[src/sv/spq_pkg.sv]
package spq_pkg;

    // Operation codes carried by the op field
    localparam logic OP_ENQ = 1'b0;
    localparam logic OP_DEQ = 1'b1;

    typedef enum logic [1:0] {
        ST_ENQUEUED = 2'd0,
        ST_SERVED   = 2'd1,
        ST_EMPTY    = 2'd2,
        ST_FULL     = 2'd3
    } t_status;

    // Command broadcast to every cell of the row
    typedef struct packed {
        logic enq;   // insert the new entry at its sorted place
        logic deq;   // shift the row one place towards the front
    } t_cell_ctl;

endpackage

[src/sv/spq_cell.sv]
module spq_cell #(
    parameter int PRIO_BITS = 8,
    parameter int TAG_BITS  = 16
) (
    input  logic                  i_clk,
    input  spq_pkg::t_cell_ctl    i_ctl,
    input  logic                  i_occupied,
    input  logic [PRIO_BITS-1:0]  i_new_prio,
    input  logic [TAG_BITS-1:0]   i_new_tag,
    input  logic                  i_left_ge,
    input  logic [PRIO_BITS-1:0]  i_left_prio,
    input  logic [TAG_BITS-1:0]   i_left_tag,
    input  logic [PRIO_BITS-1:0]  i_right_prio,
    input  logic [TAG_BITS-1:0]   i_right_tag,
    output logic [PRIO_BITS-1:0]  o_prio,
    output logic [TAG_BITS-1:0]   o_tag,
    output logic                  o_ge
);

    logic [PRIO_BITS-1:0] r_prio;
    logic [TAG_BITS-1:0]  r_tag;
    logic [PRIO_BITS-1:0] n_prio;
    logic [TAG_BITS-1:0]  n_tag;

    // Held entry stays ahead of the new one when its priority is not lower
    assign o_ge   = i_occupied && (r_prio >= i_new_prio);
    assign o_prio = r_prio;
    assign o_tag  = r_tag;

    always_comb begin
        n_prio = r_prio;
        n_tag  = r_tag;
        if (i_ctl.enq && !o_ge) begin
            if (i_left_ge) begin
                n_prio = i_new_prio;
                n_tag  = i_new_tag;
            end else begin
                n_prio = i_left_prio;
                n_tag  = i_left_tag;
            end
        end else if (i_ctl.deq) begin
            n_prio = i_right_prio;
            n_tag  = i_right_tag;
        end
    end

    always_ff @(posedge i_clk) begin
        r_prio <= n_prio;
        r_tag  <= n_tag;
    end

endmodule

[src/sv/stable_priority_queue.sv]
// Channel  Valid         Stall         Payload
// input    i_in_valid    o_in_stall    i_op, i_priority_req, i_tag
// output   o_out_valid   i_out_stall   o_status, o_served_tag, o_served_priority,
//                                      o_occupancy
//
// The row of DEPTH cells shifts or inserts in the cycle of acceptance, and the result
// is held in a single output register. An item is taken in every cycle unless the
// output register holds a result that is stalled. Reset empties the queue at once;
// cell contents are not cleared.
module stable_priority_queue #(
    parameter int DEPTH     = 16,
    parameter int PRIO_BITS = 8,
    parameter int TAG_BITS  = 16
) (
    input  logic                          i_clk,
    input  logic                          i_rst_n,
    input  logic                          i_in_valid,
    output logic                          o_in_stall,
    input  logic                          i_op,
    input  logic [PRIO_BITS-1:0]          i_priority_req,
    input  logic [TAG_BITS-1:0]           i_tag,
    output logic                          o_out_valid,
    input  logic                          i_out_stall,
    output logic [1:0]                    o_status,
    output logic [TAG_BITS-1:0]           o_served_tag,
    output logic [PRIO_BITS-1:0]          o_served_priority,
    output logic [$clog2(DEPTH+1)-1:0]    o_occupancy
);

    localparam int CNT_W = $clog2(DEPTH + 1);
    localparam logic [CNT_W-1:0] FULL_CNT = CNT_W'(DEPTH);

    logic                  accept;
    logic                  is_full;
    logic                  is_empty;
    spq_pkg::t_cell_ctl    ctl;

    logic [CNT_W-1:0]      r_count;
    logic [CNT_W-1:0]      n_count;
    logic                  r_out_valid;
    spq_pkg::t_status      r_status;
    spq_pkg::t_status      n_status;
    logic [TAG_BITS-1:0]   r_served_tag;
    logic [TAG_BITS-1:0]   n_served_tag;
    logic [PRIO_BITS-1:0]  r_served_prio;
    logic [PRIO_BITS-1:0]  n_served_prio;

    logic [PRIO_BITS-1:0]  cell_prio [DEPTH];
    logic [TAG_BITS-1:0]   cell_tag  [DEPTH];
    logic                  cell_ge   [DEPTH];

    assign o_in_stall = r_out_valid && i_out_stall;
    assign accept     = i_in_valid && !o_in_stall;
    assign is_full    = (r_count == FULL_CNT);
    assign is_empty   = (r_count == '0);

    assign ctl.enq = accept && (i_op == spq_pkg::OP_ENQ) && !is_full;
    assign ctl.deq = accept && (i_op == spq_pkg::OP_DEQ) && !is_empty;

    for (genvar g = 0; g < DEPTH; g++) begin : g_cell
        logic                  left_ge;
        logic [PRIO_BITS-1:0]  left_prio;
        logic [TAG_BITS-1:0]   left_tag;
        logic [PRIO_BITS-1:0]  right_prio;
        logic [TAG_BITS-1:0]   right_tag;

        if (g == 0) begin : g_head
            assign left_ge   = 1'b1;
            assign left_prio = i_priority_req;
            assign left_tag  = i_tag;
        end else begin : g_body
            assign left_ge   = cell_ge[g-1];
            assign left_prio = cell_prio[g-1];
            assign left_tag  = cell_tag[g-1];
        end

        if (g == DEPTH - 1) begin : g_tail
            assign right_prio = cell_prio[g];
            assign right_tag  = cell_tag[g];
        end else begin : g_inner
            assign right_prio = cell_prio[g+1];
            assign right_tag  = cell_tag[g+1];
        end

        spq_cell #(
            .PRIO_BITS (PRIO_BITS),
            .TAG_BITS  (TAG_BITS)
        ) u_cell (
            .i_clk        (i_clk),
            .i_ctl        (ctl),
            .i_occupied   (CNT_W'(g) < r_count),
            .i_new_prio   (i_priority_req),
            .i_new_tag    (i_tag),
            .i_left_ge    (left_ge),
            .i_left_prio  (left_prio),
            .i_left_tag   (left_tag),
            .i_right_prio (right_prio),
            .i_right_tag  (right_tag),
            .o_prio       (cell_prio[g]),
            .o_tag        (cell_tag[g]),
            .o_ge         (cell_ge[g])
        );
    end

    always_comb begin
        n_count       = r_count;
        n_served_tag  = '0;
        n_served_prio = '0;
        if (i_op == spq_pkg::OP_ENQ) begin
            if (is_full) begin
                n_status = spq_pkg::ST_FULL;
            end else begin
                n_status = spq_pkg::ST_ENQUEUED;
                n_count  = r_count + CNT_W'(1);
            end
        end else begin
            if (is_empty) begin
                n_status = spq_pkg::ST_EMPTY;
            end else begin
                n_status      = spq_pkg::ST_SERVED;
                n_served_tag  = cell_tag[0];
                n_served_prio = cell_prio[0];
                n_count       = r_count - CNT_W'(1);
            end
        end
    end

    always_ff @(posedge i_clk) begin
        if (!i_rst_n) begin
            r_count     <= '0;
            r_out_valid <= 1'b0;
        end else begin
            if (accept) begin
                r_count     <= n_count;
                r_out_valid <= 1'b1;
            end else if (!i_out_stall) begin
                r_out_valid <= 1'b0;
            end
        end
        if (accept) begin
            r_status      <= n_status;
            r_served_tag  <= n_served_tag;
            r_served_prio <= n_served_prio;
        end
    end

    assign o_out_valid       = r_out_valid;
    assign o_status          = r_status;
    assign o_served_tag      = r_served_tag;
    assign o_served_priority = r_served_prio;
    assign o_occupancy       = r_count;

    a_count_bound: assert property (@(posedge i_clk) disable iff (!i_rst_n)
        r_count <= FULL_CNT)
        else $error("occupancy beyond depth");

    a_empty_report: assert property (@(posedge i_clk) disable iff (!i_rst_n)
        accept && (i_op == spq_pkg::OP_DEQ) && is_empty
        |=> (o_status == spq_pkg::ST_EMPTY) && (r_count == '0))
        else $error("dequeue from empty not reported");

    a_serve_count: assert property (@(posedge i_clk) disable iff (!i_rst_n)
        accept && (i_op == spq_pkg::OP_DEQ) && !is_empty
        |=> (r_count == $past(r_count) - CNT_W'(1)) && (o_status == spq_pkg::ST_SERVED))
        else $error("served item did not shrink the queue");

    a_full_drop: assert property (@(posedge i_clk) disable iff (!i_rst_n)
        accept && (i_op == spq_pkg::OP_ENQ) && is_full
        |=> (r_count == FULL_CNT) && (o_status == spq_pkg::ST_FULL))
        else $error("enqueue into full queue not dropped");

endmodule

[config.mk]
export PLATFORM = sky130hd
export DESIGN_NAME = stable_priority_queue
export DESIGN_NICKNAME = d
export VERILOG_FILES = /design/src/sv/spq_pkg.sv /design/src/sv/spq_cell.sv /design/src/sv/stable_priority_queue.sv
export SDC_FILE = /design/constraint.sdc
export NUM_CORES = 1
export LEC_CHECK = 0
export BUFFER_PORTS_ARGS = -buffer_cell sky130_fd_sc_hd__buf_2
export CAP_MARGIN = 40
export CORE_UTILIZATION = 65
export CTS_CLUSTER_SIZE = 14
export DETAILED_ROUTE_END_ITERATION = 8
export GPL_TIMING_DRIVEN = 0
export PLACE_DENSITY = 0.86
export SLEW_MARGIN = 20
export SYNTH_ARGS = -nofsm -noshare
export SYNTH_HDL_FRONTEND = slang
export SYNTH_SLANG_ARGS = --single-unit
[constraint.sdc]
create_clock -name i_clk -period 14.98 [get_ports i_clk]
set_input_delay 2.996 -clock i_clk [delete_from_list [all_inputs] [get_ports i_clk]]
set_output_delay 2.996 -clock i_clk [all_outputs]
set_load 0.03 [all_outputs]
==> flow_metrics.env, run 1 <==
export IMPL_rrSetupSlack_ns=10.96
export IMPL_worstMarginPinSlew_ns=0.850
export IMPL_fmax_mhz=157
export IMPL_firstDrtPassIters=8
export IMPL_netlist_area_mm2=0.0235
export IMPL_synth_edf_count=410
export IMPL_clock_latency_ns=0.61
export IMPL_tns_ns=0
export IMPL_holdWs_ns=0.557
export IMPL_slew_headroom_pct=43.3
export IMPL_ys_top_cells_by_count="410 x edfxtp_1, 329 x mux2i_1, 321 x nand2_1"
export IMPL_worstPathMaxFanout=2
export IMPL_postCtsSetupBuffers=0
export IMPL_p_leak_nw=9.95
export IMPL_worstPathArrival_ns=3.38
export IMPL_dieArea_mm2=0.0369
export IMPL_io_pins=62
export IMPL_ys_ff_latch=416
export IMPL_yosysMostFrequentCell="edfxtp_1"
export IMPL_finalHoldViolCount=0
export IMPL_ys_flop_type="edfxtp_1"
export IMPL_final_antenna_net_count=0
export IMPL_start_kind="primary input"
export IMPL_grt_pass1_vias=18106
export IMPL_start_util_pct=66.0
export IMPL_io_buffers=61
export IMPL_worst_ir_drop_vdd_v=0.000104
export IMPL_dp_slack_ns=8.16
export IMPL_netlist_area_leader_share_pct=52.5
export IMPL_ys_seq_area_share_pct=53.0
export IMPL_drive_gt1_share_pct=11.6
export IMPL_drt_iter0_markers=1991
export IMPL_crit_path_end_kind="output port"
export IMPL_hold_path_class="register to register"
export IMPL_grt_pass1_wl_mm=95.6
export IMPL_grt_max_degree=29
export IMPL_syn_num_nets=2261
export IMPL_drv_slew=0
export IMPL_final_core_util_pct=73.5
export IMPL_cts_tree="done"
export IMPL_drc=0
export IMPL_rows=69
export IMPL_cts_resized=0
export IMPL_die_y_um=192
export IMPL_wirelength_mm=62.2
export IMPL_wl_per_cell_um=22.8
export IMPL_syn_avg_cell_area_um2=11.2
export IMPL_setup_viol=0
export IMPL_place_congestion=0.899
export IMPL_worst_slack_ns=8.61
export IMPL_syn_to_final_growth_pct=11.3
export IMPL_cts_htree_levels=2
export IMPL_numCtsBuffers=44
export IMPL_ys_types=59
export IMPL_dp_cells=2639
export IMPL_cp_startpoint="i_out_stall"
export IMPL_period_needed_ns=6.37
export IMPL_synthArstFlopShare_pct=0
export IMPL_synth_area_leaders="edfxtp_1 52%, mux2i_1 14%, ha_1 7.0%"
export IMPL_cts_sinks=416
export IMPL_crit_type="primary input to output port"
export IMPL_cts_hold_buf=0
export IMPL_crit_required_ns=11.98
export IMPL_grt_ovfl_total=0
export IMPL_r2r_start="o_occupancy[0]$_SDFFE_PN0P_"
export IMPL_clk_pin_slew_ns=0.06
export IMPL_clock_skew_ns=0.0195
export IMPL_antenna_found_initial=3
export IMPL_rsz0062_at_grt="false"
export IMPL_hpwl_mm=46.0
export IMPL_via_count=17888
export IMPL_drv_cap=0
export IMPL_final_period_utilization_pct=42.5
export IMPL_track_usage_pct=33.9
export IMPL_status="completed"
export IMPL_netlist_instances=2100
export IMPL_hp_start="g_cell[3].u_cell.o_tag[6]$_DFFE_PP_"
export IMPL_final_nets=2388
export IMPL_powerDensity_mw_per_mm2=145
export IMPL_synth_top_area_cell="edfxtp_1"
export IMPL_cts_root_buf="clkbuf_16"
export IMPL_synth_warnings=0
export IMPL_clk_path_buf_depth=3
export IMPL_core_area_mm2=0.0356
export IMPL_routed_via_density=6.57
export IMPL_die_w_um=192
export IMPL_final_cells=2724
[per-stage QoR]
step / total power (W) / instance area [um^2]
final: 0.00379 / 26100
after global routing: 0.00393 / 26100
after CTS: 0.00376 / 26100
after detailed placement: 0.00264 / 24600
after global placement: 0.00256 / 24400
after floorplan: 0.00233 / 23500
[logic make-up after synthesis]
| logic type | after synthesis | share of synthesized area (%) |
|---|---|---|
| simple gates | 509 | 9.13 |
| compound gates | 497 | 11.5 |
| buf+inv | 177 | 3.30 |
| fa+ha+maj | 132 | 7.04 |
| mux | 364 | 15.9 |
| xor+xnor | 5 | 0.187 |
| flops | 416 | 53.0 |
[metal layers]
metal  global-route usage (%)  up-vias  share of wire, %
li1                         -     7984                 -
met1                     45.7     8711                40
met2                     54.7     1033                47
met3                     6.45      160               9.6
met4                     12.6        0               3.3
met5                        0        -                 0
[critical path, cell delays in order]
cell	delay [ns]
buf_2	0.07
nand2_1	0.06
inv_1	0.06
buf_2	0.19
[final timing paths]
check / to / depth (start not counted)
min: g_cell[2].u_cell.o_tag[6]$_DFFE_PP_ / 2
max: o_in_stall / 4
max reg2reg: g_cell[4].u_cell.o_prio[4]$_DFFE_PP_ / 10
min reg2reg: g_cell[2].u_cell.o_tag[6]$_DFFE_PP_ / 2
[area by class of cell]
class | count | area (um^2)
Tap cell | 461 | 577
Sequential cell | 416 | 12400
Antenna cell | 3 | 7.51
Fill cell | 2375 | 9440
Clock buffer | 49 | 1120
Inverter | 29 | 109
Multi-Input combinational cell | 1507 | 10300
Timing Repair Buffer | 81 | 609
Clock inverter | 30 | 319
Buffer | 148 | 666
[report_power, final]
group	switching (W)	total, W	leakage [nW]	internal, W
sequential	0.000122	0.00169	3.94	0.00157
combinational	0.000615	0.000978	5.30	0.000364
clock	0.000488	0.00112	0.706	0.000630
total	0.00122	0.00379	9.95	0.00256
[cells in the final DEF, fill, tap and decap left out, types with 3 or more instances in the layout]
master	instances
buf_6	4
buf_4	5
mux2_4	12
nor2_2	3
clkinv_1	11
ha_1	132
bufinv_16	5
edfxtp_1	410
and3_1	3
a21o_1	7
clkbuf_16	44
and2_1	29
clkbuf_1	87
inv_1	28
mux2_2	23
clkinv_2	10
buf_8	15
dfxtp_1	6
a211oi_1	11
o211a_1	3
mux2i_1	329
nand4_1	6
a31o_2	3
nor2_1	101
a21oi_1	127
a31oi_1	3
diode_2	3
nor3_1	12
nand3_1	4
buf_2	119
nand2_1	321
xor2_1	4
o21ai_0	318
nor2b_1	11
nand2b_1	8
[registers in the layout, indices dropped and copies added, names as in the netlist]
register              cells
g_cell.u_cell.o_tag     256
o_occupancy               5
g_cell.u_cell.o_prio    128
o_status                  2
o_out_valid               1
o_served_priority         8
o_served_tag             16
Power figures use the tool's default switching activity.
==> run 2: changes to the inputs <==
--- a/config.mk
+++ b/config.mk
@@ -7,11 +7,11 @@
 export LEC_CHECK = 0
 export BUFFER_PORTS_ARGS = -buffer_cell sky130_fd_sc_hd__buf_2
 export CAP_MARGIN = 40
-export CORE_UTILIZATION = 65
+export CORE_UTILIZATION = 57
 export CTS_CLUSTER_SIZE = 14
 export DETAILED_ROUTE_END_ITERATION = 8
 export GPL_TIMING_DRIVEN = 0
-export PLACE_DENSITY = 0.86
+export PLACE_DENSITY = 0.8
 export SLEW_MARGIN = 20
 export SYNTH_ARGS = -nofsm -noshare
 export SYNTH_HDL_FRONTEND = slang
==> constraint.sdc (replaced) <==
create_clock -name i_clk -period 5.7 [get_ports i_clk]
set_input_delay 1.14 -clock i_clk [delete_from_list [all_inputs] [get_ports i_clk]]
set_output_delay 1.14 -clock i_clk [all_outputs]
set_load 0.03 [all_outputs]
==> flow_metrics.env, run 2 (same netlist as run 1, synthesis figures left out) <==
export IMPL_place_congestion=0.895
export IMPL_final_common_cell="edfxtp_1"
export IMPL_cts_htree_levels=2
export IMPL_path_common_cell="buf_2"
export IMPL_postCtsSetupBuffers=0
export IMPL_grt_pass1_wl_mm=94.6
export IMPL_firstDrtPassIters=6
export IMPL_setup_viol=0
export IMPL_grt_ovfl_total=0
export IMPL_grt_max_degree=29
export IMPL_track_usage_pct=28.7
export IMPL_final_cell_mix="410 x edfxtp_1, 329 x mux2i_1, 321 x nand2_1"
export IMPL_crit_path_end_kind="register"
export IMPL_crit_type="primary input to register"
export IMPL_start_util_pct=58.4
export IMPL_grt_pass1_vias=17815
export IMPL_powerDensity_mw_per_mm2=373
export IMPL_cpPeakStageDelay_ns=0.58
export IMPL_numCtsBuffers=45
export IMPL_drt_iter0_markers=1756
export IMPL_start_kind="primary input"
export IMPL_worst_ir_drop_vdd_v=0.000230
export IMPL_antenna_found_initial=3
export IMPL_core_area_mm2=0.0402
export IMPL_crit_required_ns=5.95
export IMPL_dieArea_mm2=0.0420
export IMPL_die_w_um=205
export IMPL_cts_hold_buf=0
export IMPL_worst_slack_ns=1.30
export IMPL_routed_via_density=6.30
export IMPL_final_nets=2387
export IMPL_die_y_um=205
export IMPL_final_period_utilization_pct=77.2
export IMPL_hpwl_mm=46.0
export IMPL_period_needed_ns=4.40
export IMPL_rsz0062_at_grt="false"
export IMPL_clk_path_buf_depth=3
export IMPL_clock_skew_ns=0.0216
export IMPL_drc=0
export IMPL_ff_latch_area_mm2=0.0124
export IMPL_cts_tree="done"
export IMPL_worstMarginPinSlew_ns=0.844
export IMPL_drive_gt1_share_pct=11.2
export IMPL_finalHoldViolCount=0
export IMPL_fillCellCount=2973
export IMPL_dp_slack_ns=0.767
export IMPL_slew_headroom_pct=43.6
export IMPL_finalPower_w=0.00974
export IMPL_clock_latency_ns=0.56
export IMPL_wirelength_mm=60.2
export IMPL_cts_sinks=416
export IMPL_drv_slew=0
export IMPL_path_cells="buf_2, inv_1, ha_1, nor2b_1, o211a_1, a211oi_1, o311ai_0, buf_1, clkbuf_1, buf_2, nand2_1, buf_8"
export IMPL_hold_depth=1
export IMPL_io_pins=62
export IMPL_worstPathArrival_ns=4.65
export IMPL_largest_register_ffs=256
export IMPL_drv_cap=0
export IMPL_clk_pin_slew_ns=0.06
export IMPL_via_count=17550
export IMPL_slowest_stage="inv_1"
export IMPL_io_buffers=61
export IMPL_wl_per_cell_um=21.6
export IMPL_final_antenna_net_count=0
export IMPL_worstPathMaxFanout=19
export IMPL_hold_path_class="register to register"
export IMPL_multi_input_area_mm2=0.0103
export IMPL_cts_root_buf="clkbuf_16"
export IMPL_cts_resized=0
export IMPL_p_leak_nw=9.87
export IMPL_status="completed"
export IMPL_fmax_mhz=227
export IMPL_syn_to_final_growth_pct=11.2
export IMPL_reg2reg_depth=10
export IMPL_rows=73
export IMPL_rrSetupSlack_ns=1.71
[run 2: cell count changes in the layout (fill, tap and decap cells not counted), sizes merged]
cell and change:
clkbuf +14, inv -2, diode +1, clkinvlp -1, clkinv -11, buf -1
bufinv -2
[run 2: area by class of cell]
type	count	share of cell area, %
Antenna cell	4	0.0384
Buffer	148	2.55
Clock buffer	64	4.63
Clock inverter	14	0.523
Inverter	29	0.417
Multi-Input combinational cell	1507	39.5
Sequential cell	416	47.6
Tap cell	525	2.52
Timing Repair Buffer	79	2.20
[run 2: worst max-delay path, delay by kind of cell]
| family | cells | cell delay (ns) |
|---|---|---|
| AND/OR/NAND/NOR | 2 | 0.53 |
| adder cells (fa/ha/maj) | 1 | 0.37 |
| buffers and inverters | 6 | 1.75 |
| AO/OA/AOI/OAI | 3 | 0.84 |
[run 2: per-layer routing]
layer	GRT usage (%)	wire (um)	vias up
met3	4.06	5040	119
met2	45.9	27900	797
met1	40.3	25500	8634
met4	9.71	1690	2
met5	0	11	-
li1	-	-	7998
[run 2: final timing paths]
check | start | endpoint
worst min register to register | g_cell[0].u_cell.o_tag[12]$_DFFE_PP_ | o_served_tag[12]$_SDFFCE_PP0P_
worst max-delay path | i_priority_req[1] | g_cell[13].u_cell.o_tag[1]$_DFFE_PP_
worst max register to register | o_occupancy[1]$_SDFFE_PN0P_ | g_cell[10].u_cell.o_tag[4]$_DFFE_PP_
worst min-delay path | g_cell[0].u_cell.o_tag[12]$_DFFE_PP_ | o_served_tag[12]$_SDFFCE_PP0P_
[run 2: stage by stage]
stage          utilization (%)  TNS, ns  cell area [um^2]  hold slack (ns)  std cells
3_5_place_dp              61.5        0             24700            0.541       2702
5_1_grt                   64.9        0             26100            0.580       2782
4_1_cts                   64.8        0             26100            0.552       2780
6_report                  64.9        0             26100            0.550       2786
3_3_place_gp              60.8   -13.59             24400            0.537       2686
2_1_floorplan                -        0             23500            0.516       2100
[run 2: power breakdown]
| group | switching (W) | internal (W) | total (W) |
|---|---|---|---|
| Clock | 0.00120 | 0.00160 | 0.00280 |
| Sequential | 0.000312 | 0.00412 | 0.00443 |
| Combinational | 0.00157 | 0.000946 | 0.00251 |
